File: src/hw/rtl/rep_pkg.sv
package rep_pkg;

    localparam logic [15:0] BF16_QNAN = 16'h7FC0;
    localparam logic [7:0]  EXP_MAX   = 8'hFF;

    // Product stage 1 contents
    typedef struct packed {
        logic        sign;
        logic        nan;
        logic        inf;
        logic        zero;
        logic [15:0] m;
        logic [8:0]  esum;
    } mul_s1_t;

    // Adder stage after alignment
    typedef struct packed {
        logic        sign;
        logic        zsign;
        logic        sub;
        logic        nan;
        logic        inf;
        logic        inf_sign;
        logic [7:0]  e;
        logic [26:0] big;
        logic [26:0] sml;
    } add_s3_t;

    // Adder stage after add/subtract
    typedef struct packed {
        logic        sign;
        logic        zsign;
        logic        nan;
        logic        inf;
        logic        inf_sign;
        logic [7:0]  e;
        logic [27:0] sum;
    } add_s4_t;

    // Adder stage after normalization
    typedef struct packed {
        logic        sign;
        logic        zsign;
        logic        zero;
        logic        nan;
        logic        inf;
        logic        inf_sign;
        logic [8:0]  e;
        logic [26:0] n;
    } add_s5_t;

endpackage

File: src/hw/rtl/rep_mul.sv
module rep_mul
    import rep_pkg::*;
(
    input  logic        clk,
    input  logic        en,
    input  logic [15:0] a,
    input  logic [15:0] b,
    output logic [31:0] p
);

    mul_s1_t     s1_next;
    mul_s1_t     s1_reg;
    logic [31:0] p_next;
    logic [31:0] p_reg;

    logic        a_nan, a_inf, a_zero, b_nan, b_inf, b_zero;
    logic [7:0]  ea1, eb1;

    always_comb
    begin
        a_nan  = (a[14:7] == EXP_MAX) && (a[6:0] != 7'd0);
        a_inf  = (a[14:7] == EXP_MAX) && (a[6:0] == 7'd0);
        a_zero = (a[14:0] == 15'd0);
        b_nan  = (b[14:7] == EXP_MAX) && (b[6:0] != 7'd0);
        b_inf  = (b[14:7] == EXP_MAX) && (b[6:0] == 7'd0);
        b_zero = (b[14:0] == 15'd0);
        ea1    = (a[14:7] == 8'd0) ? 8'd1 : a[14:7];
        eb1    = (b[14:7] == 8'd0) ? 8'd1 : b[14:7];
        s1_next.sign = a[15] ^ b[15];
        s1_next.nan  = a_nan | b_nan | (a_inf & b_zero) | (b_inf & a_zero);
        s1_next.inf  = a_inf | b_inf;
        s1_next.zero = a_zero | b_zero;
        s1_next.m    = {(a[14:7] != 8'd0), a[6:0]} * {(b[14:7] != 8'd0), b[6:0]};
        s1_next.esum = {1'b0, ea1} + {1'b0, eb1};
    end

    // Round the exact 16-bit product into single precision
    logic [3:0]         lead;
    logic signed [10:0] ebias;
    logic signed [10:0] k;
    logic [4:0]         rsh;
    logic [23:0]        mn;
    logic [33:0]        full;
    logic [15:0]        q;
    logic [23:0]        frac;

    always_comb
    begin
        lead = 4'd0;
        for (int i = 0; i < 16; i++)
        begin
            if (s1_reg.m[i])
            begin
                lead = 4'(i);
            end
        end
        ebias = $signed({2'b00, s1_reg.esum}) + $signed({7'd0, lead}) - 11'sd141;
        k     = $signed({2'b00, s1_reg.esum}) - 11'sd119;
        mn    = {8'd0, s1_reg.m} << (5'd23 - {1'b0, lead});
        rsh   = (-k > 11'sd17) ? 5'd18 : 5'(-k);
        full  = {s1_reg.m, 18'd0} >> rsh;
        q     = full[33:18];
        frac  = 24'd0;
        if (k >= 0)
        begin
            frac = {8'd0, s1_reg.m} << k[4:0];
        end
        else if (rsh < 5'd18)
        begin
            frac = {8'd0, q} + {23'd0, full[17] & ((|full[16:0]) | q[0])};
        end

        if (s1_reg.nan)
        begin
            p_next = 32'h7FC0_0000;
        end
        else if (s1_reg.inf || ebias >= 11'sd255)
        begin
            p_next = {s1_reg.sign, EXP_MAX, 23'd0};
        end
        else if (s1_reg.zero)
        begin
            p_next = {s1_reg.sign, 31'd0};
        end
        else if (ebias >= 11'sd1)
        begin
            p_next = {s1_reg.sign, ebias[7:0], mn[22:0]};
        end
        else
        begin
            p_next = {s1_reg.sign, 7'd0, frac};
        end
    end

    always_ff @(posedge clk)
    begin
        if (en)
        begin
            s1_reg <= s1_next;
            p_reg  <= p_next;
        end
    end

    assign p = p_reg;

endmodule

File: src/hw/rtl/rep_add.sv
module rep_add
    import rep_pkg::*;
(
    input  logic        clk,
    input  logic        en,
    input  logic [31:0] a,
    input  logic [31:0] b,
    output logic [15:0] y
);

    add_s3_t s3_next, s3_reg;
    add_s4_t s4_next, s4_reg;
    add_s5_t s5_next, s5_reg;
    logic [15:0] y_next, y_reg;

    // Align: order by magnitude, shift the smaller operand with sticky
    logic        a_nan, a_inf, b_nan, b_inf, swap;
    logic [31:0] hi, lo;
    logic [7:0]  ehi, elo, d;
    logic [26:0] lo27, mask;

    always_comb
    begin
        a_nan = (a[30:23] == EXP_MAX) && (a[22:0] != 23'd0);
        a_inf = (a[30:23] == EXP_MAX) && (a[22:0] == 23'd0);
        b_nan = (b[30:23] == EXP_MAX) && (b[22:0] != 23'd0);
        b_inf = (b[30:23] == EXP_MAX) && (b[22:0] == 23'd0);
        swap  = b[30:0] > a[30:0];
        hi    = swap ? b : a;
        lo    = swap ? a : b;
        ehi   = (hi[30:23] == 8'd0) ? 8'd1 : hi[30:23];
        elo   = (lo[30:23] == 8'd0) ? 8'd1 : lo[30:23];
        d     = ehi - elo;
        lo27  = {(lo[30:23] != 8'd0), lo[22:0], 3'd0};
        mask  = (27'd1 << d[4:0]) - 27'd1;
        s3_next.sign     = hi[31];
        s3_next.zsign    = a[31] & b[31];
        s3_next.sub      = a[31] ^ b[31];
        s3_next.nan      = a_nan | b_nan | (a_inf & b_inf & (a[31] != b[31]));
        s3_next.inf      = a_inf | b_inf;
        s3_next.inf_sign = a_inf ? a[31] : b[31];
        s3_next.e        = ehi;
        s3_next.big      = {(hi[30:23] != 8'd0), hi[22:0], 3'd0};
        if (d >= 8'd27)
        begin
            s3_next.sml = {26'd0, |lo27};
        end
        else
        begin
            s3_next.sml    = lo27 >> d[4:0];
            s3_next.sml[0] = s3_next.sml[0] | (|(lo27 & mask));
        end
    end

    always_comb
    begin
        s4_next.sign     = s3_reg.sign;
        s4_next.zsign    = s3_reg.zsign;
        s4_next.nan      = s3_reg.nan;
        s4_next.inf      = s3_reg.inf;
        s4_next.inf_sign = s3_reg.inf_sign;
        s4_next.e        = s3_reg.e;
        s4_next.sum      = s3_reg.sub ? ({1'b0, s3_reg.big} - {1'b0, s3_reg.sml})
                                      : ({1'b0, s3_reg.big} + {1'b0, s3_reg.sml});
    end

    // Normalize, never below the minimum exponent
    logic [4:0] lz;
    logic [4:0] sh;
    logic       found;

    always_comb
    begin
        lz    = 5'd27;
        found = 1'b0;
        for (int i = 26; i >= 0; i--)
        begin
            if (s4_reg.sum[i] && !found)
            begin
                lz    = 5'(26 - i);
                found = 1'b1;
            end
        end
        sh = ({3'd0, lz} > (s4_reg.e - 8'd1)) ? 5'(s4_reg.e - 8'd1) : lz;
        s5_next.sign     = s4_reg.sign;
        s5_next.zsign    = s4_reg.zsign;
        s5_next.zero     = (s4_reg.sum == 28'd0);
        s5_next.nan      = s4_reg.nan;
        s5_next.inf      = s4_reg.inf;
        s5_next.inf_sign = s4_reg.inf_sign;
        if (s4_reg.sum[27])
        begin
            s5_next.n = {s4_reg.sum[27:2], |s4_reg.sum[1:0]};
            s5_next.e = {1'b0, s4_reg.e} + 9'd1;
        end
        else
        begin
            s5_next.n = s4_reg.sum[26:0] << sh;
            s5_next.e = {1'b0, s4_reg.e} - {4'd0, sh};
        end
    end

    // Round to nearest even, pack, narrow to bfloat16
    logic [24:0] rm;
    logic [33:0] pw;
    logic [31:0] res;

    always_comb
    begin
        rm  = {1'b0, s5_reg.n[26:3]}
              + {24'd0, s5_reg.n[2] & ((|s5_reg.n[1:0]) | s5_reg.n[3])};
        pw  = {2'b00, s5_reg.e - 9'd1, 23'd0} + {9'd0, rm};
        if (s5_reg.inf)
        begin
            res = {s5_reg.inf_sign, EXP_MAX, 23'd0};
        end
        else if (s5_reg.zero)
        begin
            res = {s5_reg.zsign, 31'd0};
        end
        else if (pw[32:23] >= 10'd255)
        begin
            res = {s5_reg.sign, EXP_MAX, 23'd0};
        end
        else
        begin
            res = {s5_reg.sign, pw[30:0]};
        end
        y_next = s5_reg.nan ? BF16_QNAN : res[31:16];
    end

    always_ff @(posedge clk)
    begin
        if (en)
        begin
            s3_reg <= s3_next;
            s4_reg <= s4_next;
            s5_reg <= s5_next;
            y_reg  <= y_next;
        end
    end

    assign y = y_reg;

endmodule

File: src/hw/rtl/rotary_embed_pair_bf16.sv
// Throughput: one pair per cycle while the output is not stalled; four product units and two adders run in parallel,
// two stages for each product and four for each sum.
// A stall on the output freezes every stage at once; nothing is dropped or repeated.
// Reset (rst_n, asynchronous, active low) clears only the stage valid bits.
module rotary_embed_pair_bf16
    import rep_pkg::*;
(
    input  logic        clk,
    input  logic        rst_n,
    input  logic        s_axis_tvalid,
    output logic        s_axis_tready,
    input  logic [63:0] s_axis_tdata,  // x_first, x_second, cos_value, sin_value
    output logic        m_axis_tvalid,
    input  logic        m_axis_tready,
    output logic [31:0] m_axis_tdata   // y_first, y_second
);

    localparam int DEPTH = 6;

    logic [DEPTH-1:0] vld_reg;
    logic [DEPTH-1:0] vld_next;
    logic             adv;

    logic [31:0] p0c, p1s, p0s, p1c;
    logic [15:0] y0, y1;

    // Advance the whole pipe unless a finished result is held at the output
    assign adv           = !vld_reg[DEPTH-1] || m_axis_tready;
    assign s_axis_tready = adv;
    assign vld_next      = {vld_reg[DEPTH-2:0], s_axis_tvalid};

    always_ff @(posedge clk or negedge rst_n)
    begin
        if (!rst_n)
        begin
            vld_reg <= '0;
        end
        else if (adv)
        begin
            vld_reg <= vld_next;
        end
    end

    // Four exact products, each rounded to single precision
    rep_mul u_mul_0c (.clk(clk), .en(adv), .a(s_axis_tdata[15:0]),
                      .b(s_axis_tdata[47:32]), .p(p0c));
    rep_mul u_mul_1s (.clk(clk), .en(adv), .a(s_axis_tdata[31:16]),
                      .b(s_axis_tdata[63:48]), .p(p1s));
    rep_mul u_mul_0s (.clk(clk), .en(adv), .a(s_axis_tdata[15:0]),
                      .b(s_axis_tdata[63:48]), .p(p0s));
    rep_mul u_mul_1c (.clk(clk), .en(adv), .a(s_axis_tdata[31:16]),
                      .b(s_axis_tdata[47:32]), .p(p1c));

    // Difference: flip the sign of the subtrahend
    rep_add u_add_y0 (.clk(clk), .en(adv), .a(p0c),
                      .b({~p1s[31], p1s[30:0]}), .y(y0));
    rep_add u_add_y1 (.clk(clk), .en(adv), .a(p0s), .b(p1c), .y(y1));

    assign m_axis_tvalid = vld_reg[DEPTH-1];
    assign m_axis_tdata  = {y1, y0};

    a_stall_blocks: assert property (@(posedge clk) disable iff (!rst_n)
        (m_axis_tvalid && !m_axis_tready) |-> !s_axis_tready)
        else $error("input taken while output stalled");

    a_accept_enters: assert property (@(posedge clk) disable iff (!rst_n)
        (s_axis_tvalid && s_axis_tready) |=> vld_reg[0])
        else $error("accepted pair lost at pipe entry");

    a_nan_canon0: assert property (@(posedge clk) disable iff (!rst_n)
        (m_axis_tvalid && (y0[14:7] == EXP_MAX) && (y0[6:0] != 7'd0)) |-> (y0 == BF16_QNAN))
        else $error("non-canonical NaN on y_first");

    a_nan_canon1: assert property (@(posedge clk) disable iff (!rst_n)
        (m_axis_tvalid && (y1[14:7] == EXP_MAX) && (y1[6:0] != 7'd0)) |-> (y1 == BF16_QNAN))
        else $error("non-canonical NaN on y_second");

endmodule

File: config.mk
export PLATFORM = sky130hd
export DESIGN_NAME = rotary_embed_pair_bf16
export DESIGN_NICKNAME = d
export VERILOG_FILES = /design/src/hw/rtl/rep_pkg.sv /design/src/hw/rtl/rep_mul.sv /design/src/hw/rtl/rep_add.sv /design/src/hw/rtl/rotary_embed_pair_bf16.sv
export SDC_FILE = /design/constraint.sdc
export NUM_CORES = 2
export LEC_CHECK = 0
export BUFFER_PORTS_ARGS = -buffer_cell sky130_fd_sc_hd__buf_2
export CAP_MARGIN = 30
export CORE_MARGIN = 2
export CORE_UTILIZATION = 45
export DETAILED_ROUTE_END_ITERATION = 8
export PLACE_DENSITY = 0.6
export SLEW_MARGIN = 10
export SYNTH_ARGS = -nofsm -noshare
export SYNTH_HDL_FRONTEND = slang
export SYNTH_SLANG_ARGS = --single-unit
export TNS_END_PERCENT = 5
File: constraint.sdc
create_clock -name clk -period 36.8 [get_ports clk]
set_input_delay 7.36 -clock clk [delete_from_list [all_inputs] [get_ports clk]]
set_output_delay 7.36 -clock clk [all_outputs]
set_load 0.05 [all_outputs]
* After elaboration in Yosys (flattened, before gate mapping) *
Index checks and enable logic that the tools add are counted.

cells by class
  add/sub/neg operators = 48
  multipliers = 4
  magnitude comparators = 28
  eq/ne operators = 10
  shift-type cells = 18
  mux-type cells = 218
  bitwise gates (word level) = 63
  reduce and logical (&&, ||, !) cells = 188

operators with widths
  cell                                        number
  two-way mux 31 bit                          12
  two-way mux 5 bit                           60
  two-way mux 24 bit                          8
  two-way mux 32 bit                          6
  >> shifter 34 x 5 -> 34 bit                 4
  two-way mux 4 bit                           32
  left shift 16 x 5 -> 24 bit                 4
  logical NOT 23 bit                          4
  two-way mux 23 bit                          4
  nonzero test 23 bit                         4
  left shift 16 x 5 -> 23 bit                 4
  two-way mux 36 bit                          2
  adder 16 x 1 -> 17 bit                      4
  logical AND 1 bit                           68
  OR reduction 17 bit                         4
  adder 32 x 25 -> 33 bit                     2
  equality test 8 bit, second input constant  8
  logical NOT 8 bit                           8
  multiplier 8 x 8 -> 16 bit                  4
  two-way mux 8 bit                           8
  nonzero test 8 bit                          8
  greater-than comparator 31 bit              2
  logical NOT 15 bit                          4
  two-way mux 1 bit                           60
  45 further kinds                            253

word-level totals
  flip-flop bits (word level) = 578
  word-level logic and storage cells = 672

* Depth between registers and ports, before layout *
  word-level depth = 83
  depth in mapped cells = 34
  gate-level depth less buffers = 30

* By module *
Synthesis repeated with hierarchy kept, for this count alone.

unflattened totals
  cell total of the unflattened synthesis = 7472
  area total of the unflattened synthesis = 64859.7 µm²

by module, submodules not included
  module                  times used  cells each  area an instance (µm²)  seq. area each (µm²)
  rep_add                 2           1470        14052.2                 4864.7
  rep_mul (u_mul_0c ...)  2           1096        9081.2                  1831.8
  rep_mul (u_mul_1c)      1           1160        9285.2                  1831.8
  rep_mul (u_mul_1s)      1           1165        9046.2                  1831.8
  rotary_embed_pair_bf16  1           15          261.5                   150.1

* Least setup slack after synthesis *
No wires, ideal clock.

  kind = input to output
  from = input m_axis_tready
  to = output s_axis_tready
  arrival time = 23322 ps
  data required time = 29440 ps
  path slack = 6118 ps
  stages = 2
  buffers on the path = 1
  cell sequence = nand2b_1 -> clkbuf_1

between the ends
  word-level cells in the longest chain between the ends = 1

RTL lines
  item              RTL line                      RTL
  from (decl)       rotary_embed_pair_bf16.sv:14  input logic m_axis_tready,
  logical OR 1 bit  rotary_embed_pair_bf16.sv:28  assign adv = !vld_reg[DEPTH-1] || m_axis_tready;
  to (decl)         rotary_embed_pair_bf16.sv:11  output logic s_axis_tready,

Every way passes these cells.

* Worst setup path in the final report *
Same ends and word-level chain as after synthesis.

==> run_results.csv <==
group,metric,value,unit
outcome,run_status,"finished clean",
setup_path,slowest_delay,0.32,ns
logic_synthesis,ys_types,102,
drt,dr_total_vias,56700,
place,hpwlAfterDp,148000,µm
logic_synthesis,synth_edf_count,568,
logic_synthesis,synthMuxAreaShare,0.0994,
logic_synthesis,synth_top_family_by_area,"compound AO/OA/AOI/OAI gates",
logic_synthesis,synth_fa_ha_area_frac,0.135,
logic_synthesis,avgSynthCellArea,8.41,µm²
logic_synthesis,synth_nets,8140,
sta,slew_headroom,0.265,
global_routing,grt_max_degree,177,
clocking,numCtsBuffers,70,
logic_synthesis,netlist_area,63000,µm²
sta,fin_hold_ws,0.415,ns
job,drv_cap,0,
logic_synthesis,synth-simple-area-share,0.187,
clocking,cts_tree,"built",
place,io_buffers,101,
logic_synthesis,yosys_warnings,0,
clocking,cts-htree-levels,3,
drt,wl_per_cell,21.1,µm
setup_path,crit_top_cell,"buf_2",
sta,worst_slew_pin_slew,1.09,ns
die,io_pins,102,
setup_path,startpoint_type,"input pin",
drt,drt-initial-drc-count,6177,
cells_and_area,drive_gt1_frac,0.0748,
die,start_util,0.452,
cells_and_area,nets,7974,
setup_path,end_kind,"output port",
logic_synthesis,synth_area_leaders,"edfxtp_1 (27%), ha_1 (8.5%), mux2i_1 (6.8%)",
clocking,post_cts_buffers,0,
global_routing,track_usage,0.266,
sta,min_period_over_period,0.419,
clocking,ctsResizeCount,0,
logic_synthesis,synth_compound_area_frac,0.199,
global_routing,antenna_found_initial,10,
sta,period_needed,15.43,ns
logic_synthesis,synthArstFlopShare,0.0105,
sta,finalSetupViolations,0,
clocking,clk_path_buf_depth,3,
sta,fmax,0.0648,GHz
global_routing,grt_pass1_wl,304000,µm
drt,viasPerCell,6.13,
drt,drt_wl_total,195000,µm
clocking,cts_sinks,574,
cells_and_area,mostFrequentLayoutCells,"nand2_1 (733), nor2_1 (644), edfxtp_1 (568)",
setup_path,crit_chain,"buf_2 > nand2b_4 > buf_2",
setup_path,worstPathArrival,8.07,ns
clocking,path_clk_slew,0.05,ns
cells_and_area,area_delta_synth_final,7.01,%
logic_synthesis,ys_seq_elements,574,
cells_and_area,layout_commonest_cell,"nand2_1",
setup_path,path_class,"in2out",
die,fp-row-count,137,
logic_synthesis,synth-xor-area-share,0.0439,
sta,finClkSkew,0.0224,ns
global_routing,grt_overflow,0,
sta,timing.setup.tns,0,ns
clocking,insertion_delay,0.67,ns
setup_path,critPathMaxFanout,13,
die,die-area,143000,µm²
drt,drc,0,
hold_path,hp-class,"reg2reg",
clocking,holdBufCountCts,0,
place,place_congestion,0.963,
die,coreArea,139000,µm²
drt,first_pass_iters,7,
die,die_x,378,µm
drt,ant_nets,0,
sta,rsz0062_at_grt,"false",
setup_path,cp_slowest_cell,"buf_2",
setup_path,cp.required,29.44,ns
sta,report.final.slew_viol_count,0,
logic_synthesis,syn_inst,7486,
clocking,root_buffer,"clkbuf_16",
global_routing,grt_pass1_vias,53000,
die,die_h,378,µm
logic_synthesis,synth_ff_type,"edfxtp_1",
logic_synthesis,yosysTopAreaCell,"edfxtp_1",
sta,hold_viol,0,
logic_synthesis,ys_seq_area_frac,0.273,
logic_synthesis,synth.top_cell.area_share,0.271,
-- per-layer routing --
layer,routed length (µm),up-vias,GRT usage
li1,-,26900,-
met1,88100,27200,0.374
met2,87100,2238,0.418
met3,13500,394,0.0379
met4,6400,6,0.0915
met5,43,-,0
-- through the flow --
step                cells  instance area (µm²)  utilization  worst slack, ns
finish               9253                67400        0.484            21.37
global route         9252                67400        0.484            21.32
CTS                  9238                67300        0.483            21.34
detailed placement   9115                65000        0.467            21.35
global placement     9114                65000        0.467            21.36
floorplan            7486                63000            -             6.12
-- Yosys cell counts, types with 84 or more instances --
master and instances:
a21oi_1 505, mux2_2 88, xnor2_1 205, nor2b_1 84, nor4_1 97, nand2b_1 91, o21ai_0 474, a31oi_1 96
inv_1 551, ha_1 428, clkbuf_1 385, fa_1 158, nand2_1 733, a211oi_1 98, a21o_1 101, mux2i_1 426
xor2_1 111, nor3_1 180, nand3_1 166, and2_1 194, nor2_1 644, edfxtp_1 568
-- logic make-up after synthesis --
family          after synthesis
flops                       574
simple gates               2473
fa+ha+maj                   586
compound gates             1958
buf+inv                    1020
mux                         559
xor+xnor                    316
-- worst max-delay path: cells and delay by family --
family | cells | cell delay, ns
buffers and inverters | 2 | 0.40
and+or+nand+nor | 1 | 0.28
-- path summary, 6_finish.rpt --
check                                    startpoint             endpoint  slack [ns]  cells after the start
min in group asynchronous                     rst_n           vld_reg[5]        6.51                      1
worst max-delay path                  m_axis_tready        s_axis_tready       21.37                      3
max in group asynchronous                     rst_n           vld_reg[1]       30.14                      1
worst min register to register  u_add_y1.s3_reg[62]  u_add_y1.s4_reg[36]        0.41                      0
worst min-delay path            u_add_y1.s3_reg[62]  u_add_y1.s4_reg[36]        0.41                      0
worst max register to register       u_mul_0s.p[22]   u_add_y1.s3_reg[0]       29.16                     27
-- area by class of cell --
class                           count  area, µm²
Timing Repair Buffer              218       1460
Clock inverter                     43        427
Fill cell                       13500      71800
Antenna cell                        6       15.0
Multi-Input combinational cell   5892      42000
Inverter                          564       2120
Clock buffer                       80       1790
Tap cell                         1876       2350
Sequential cell                   574      17200
Power is not shown: default switching activity piles up to over one toggle a cycle in this logic, so the estimate is an artifact.
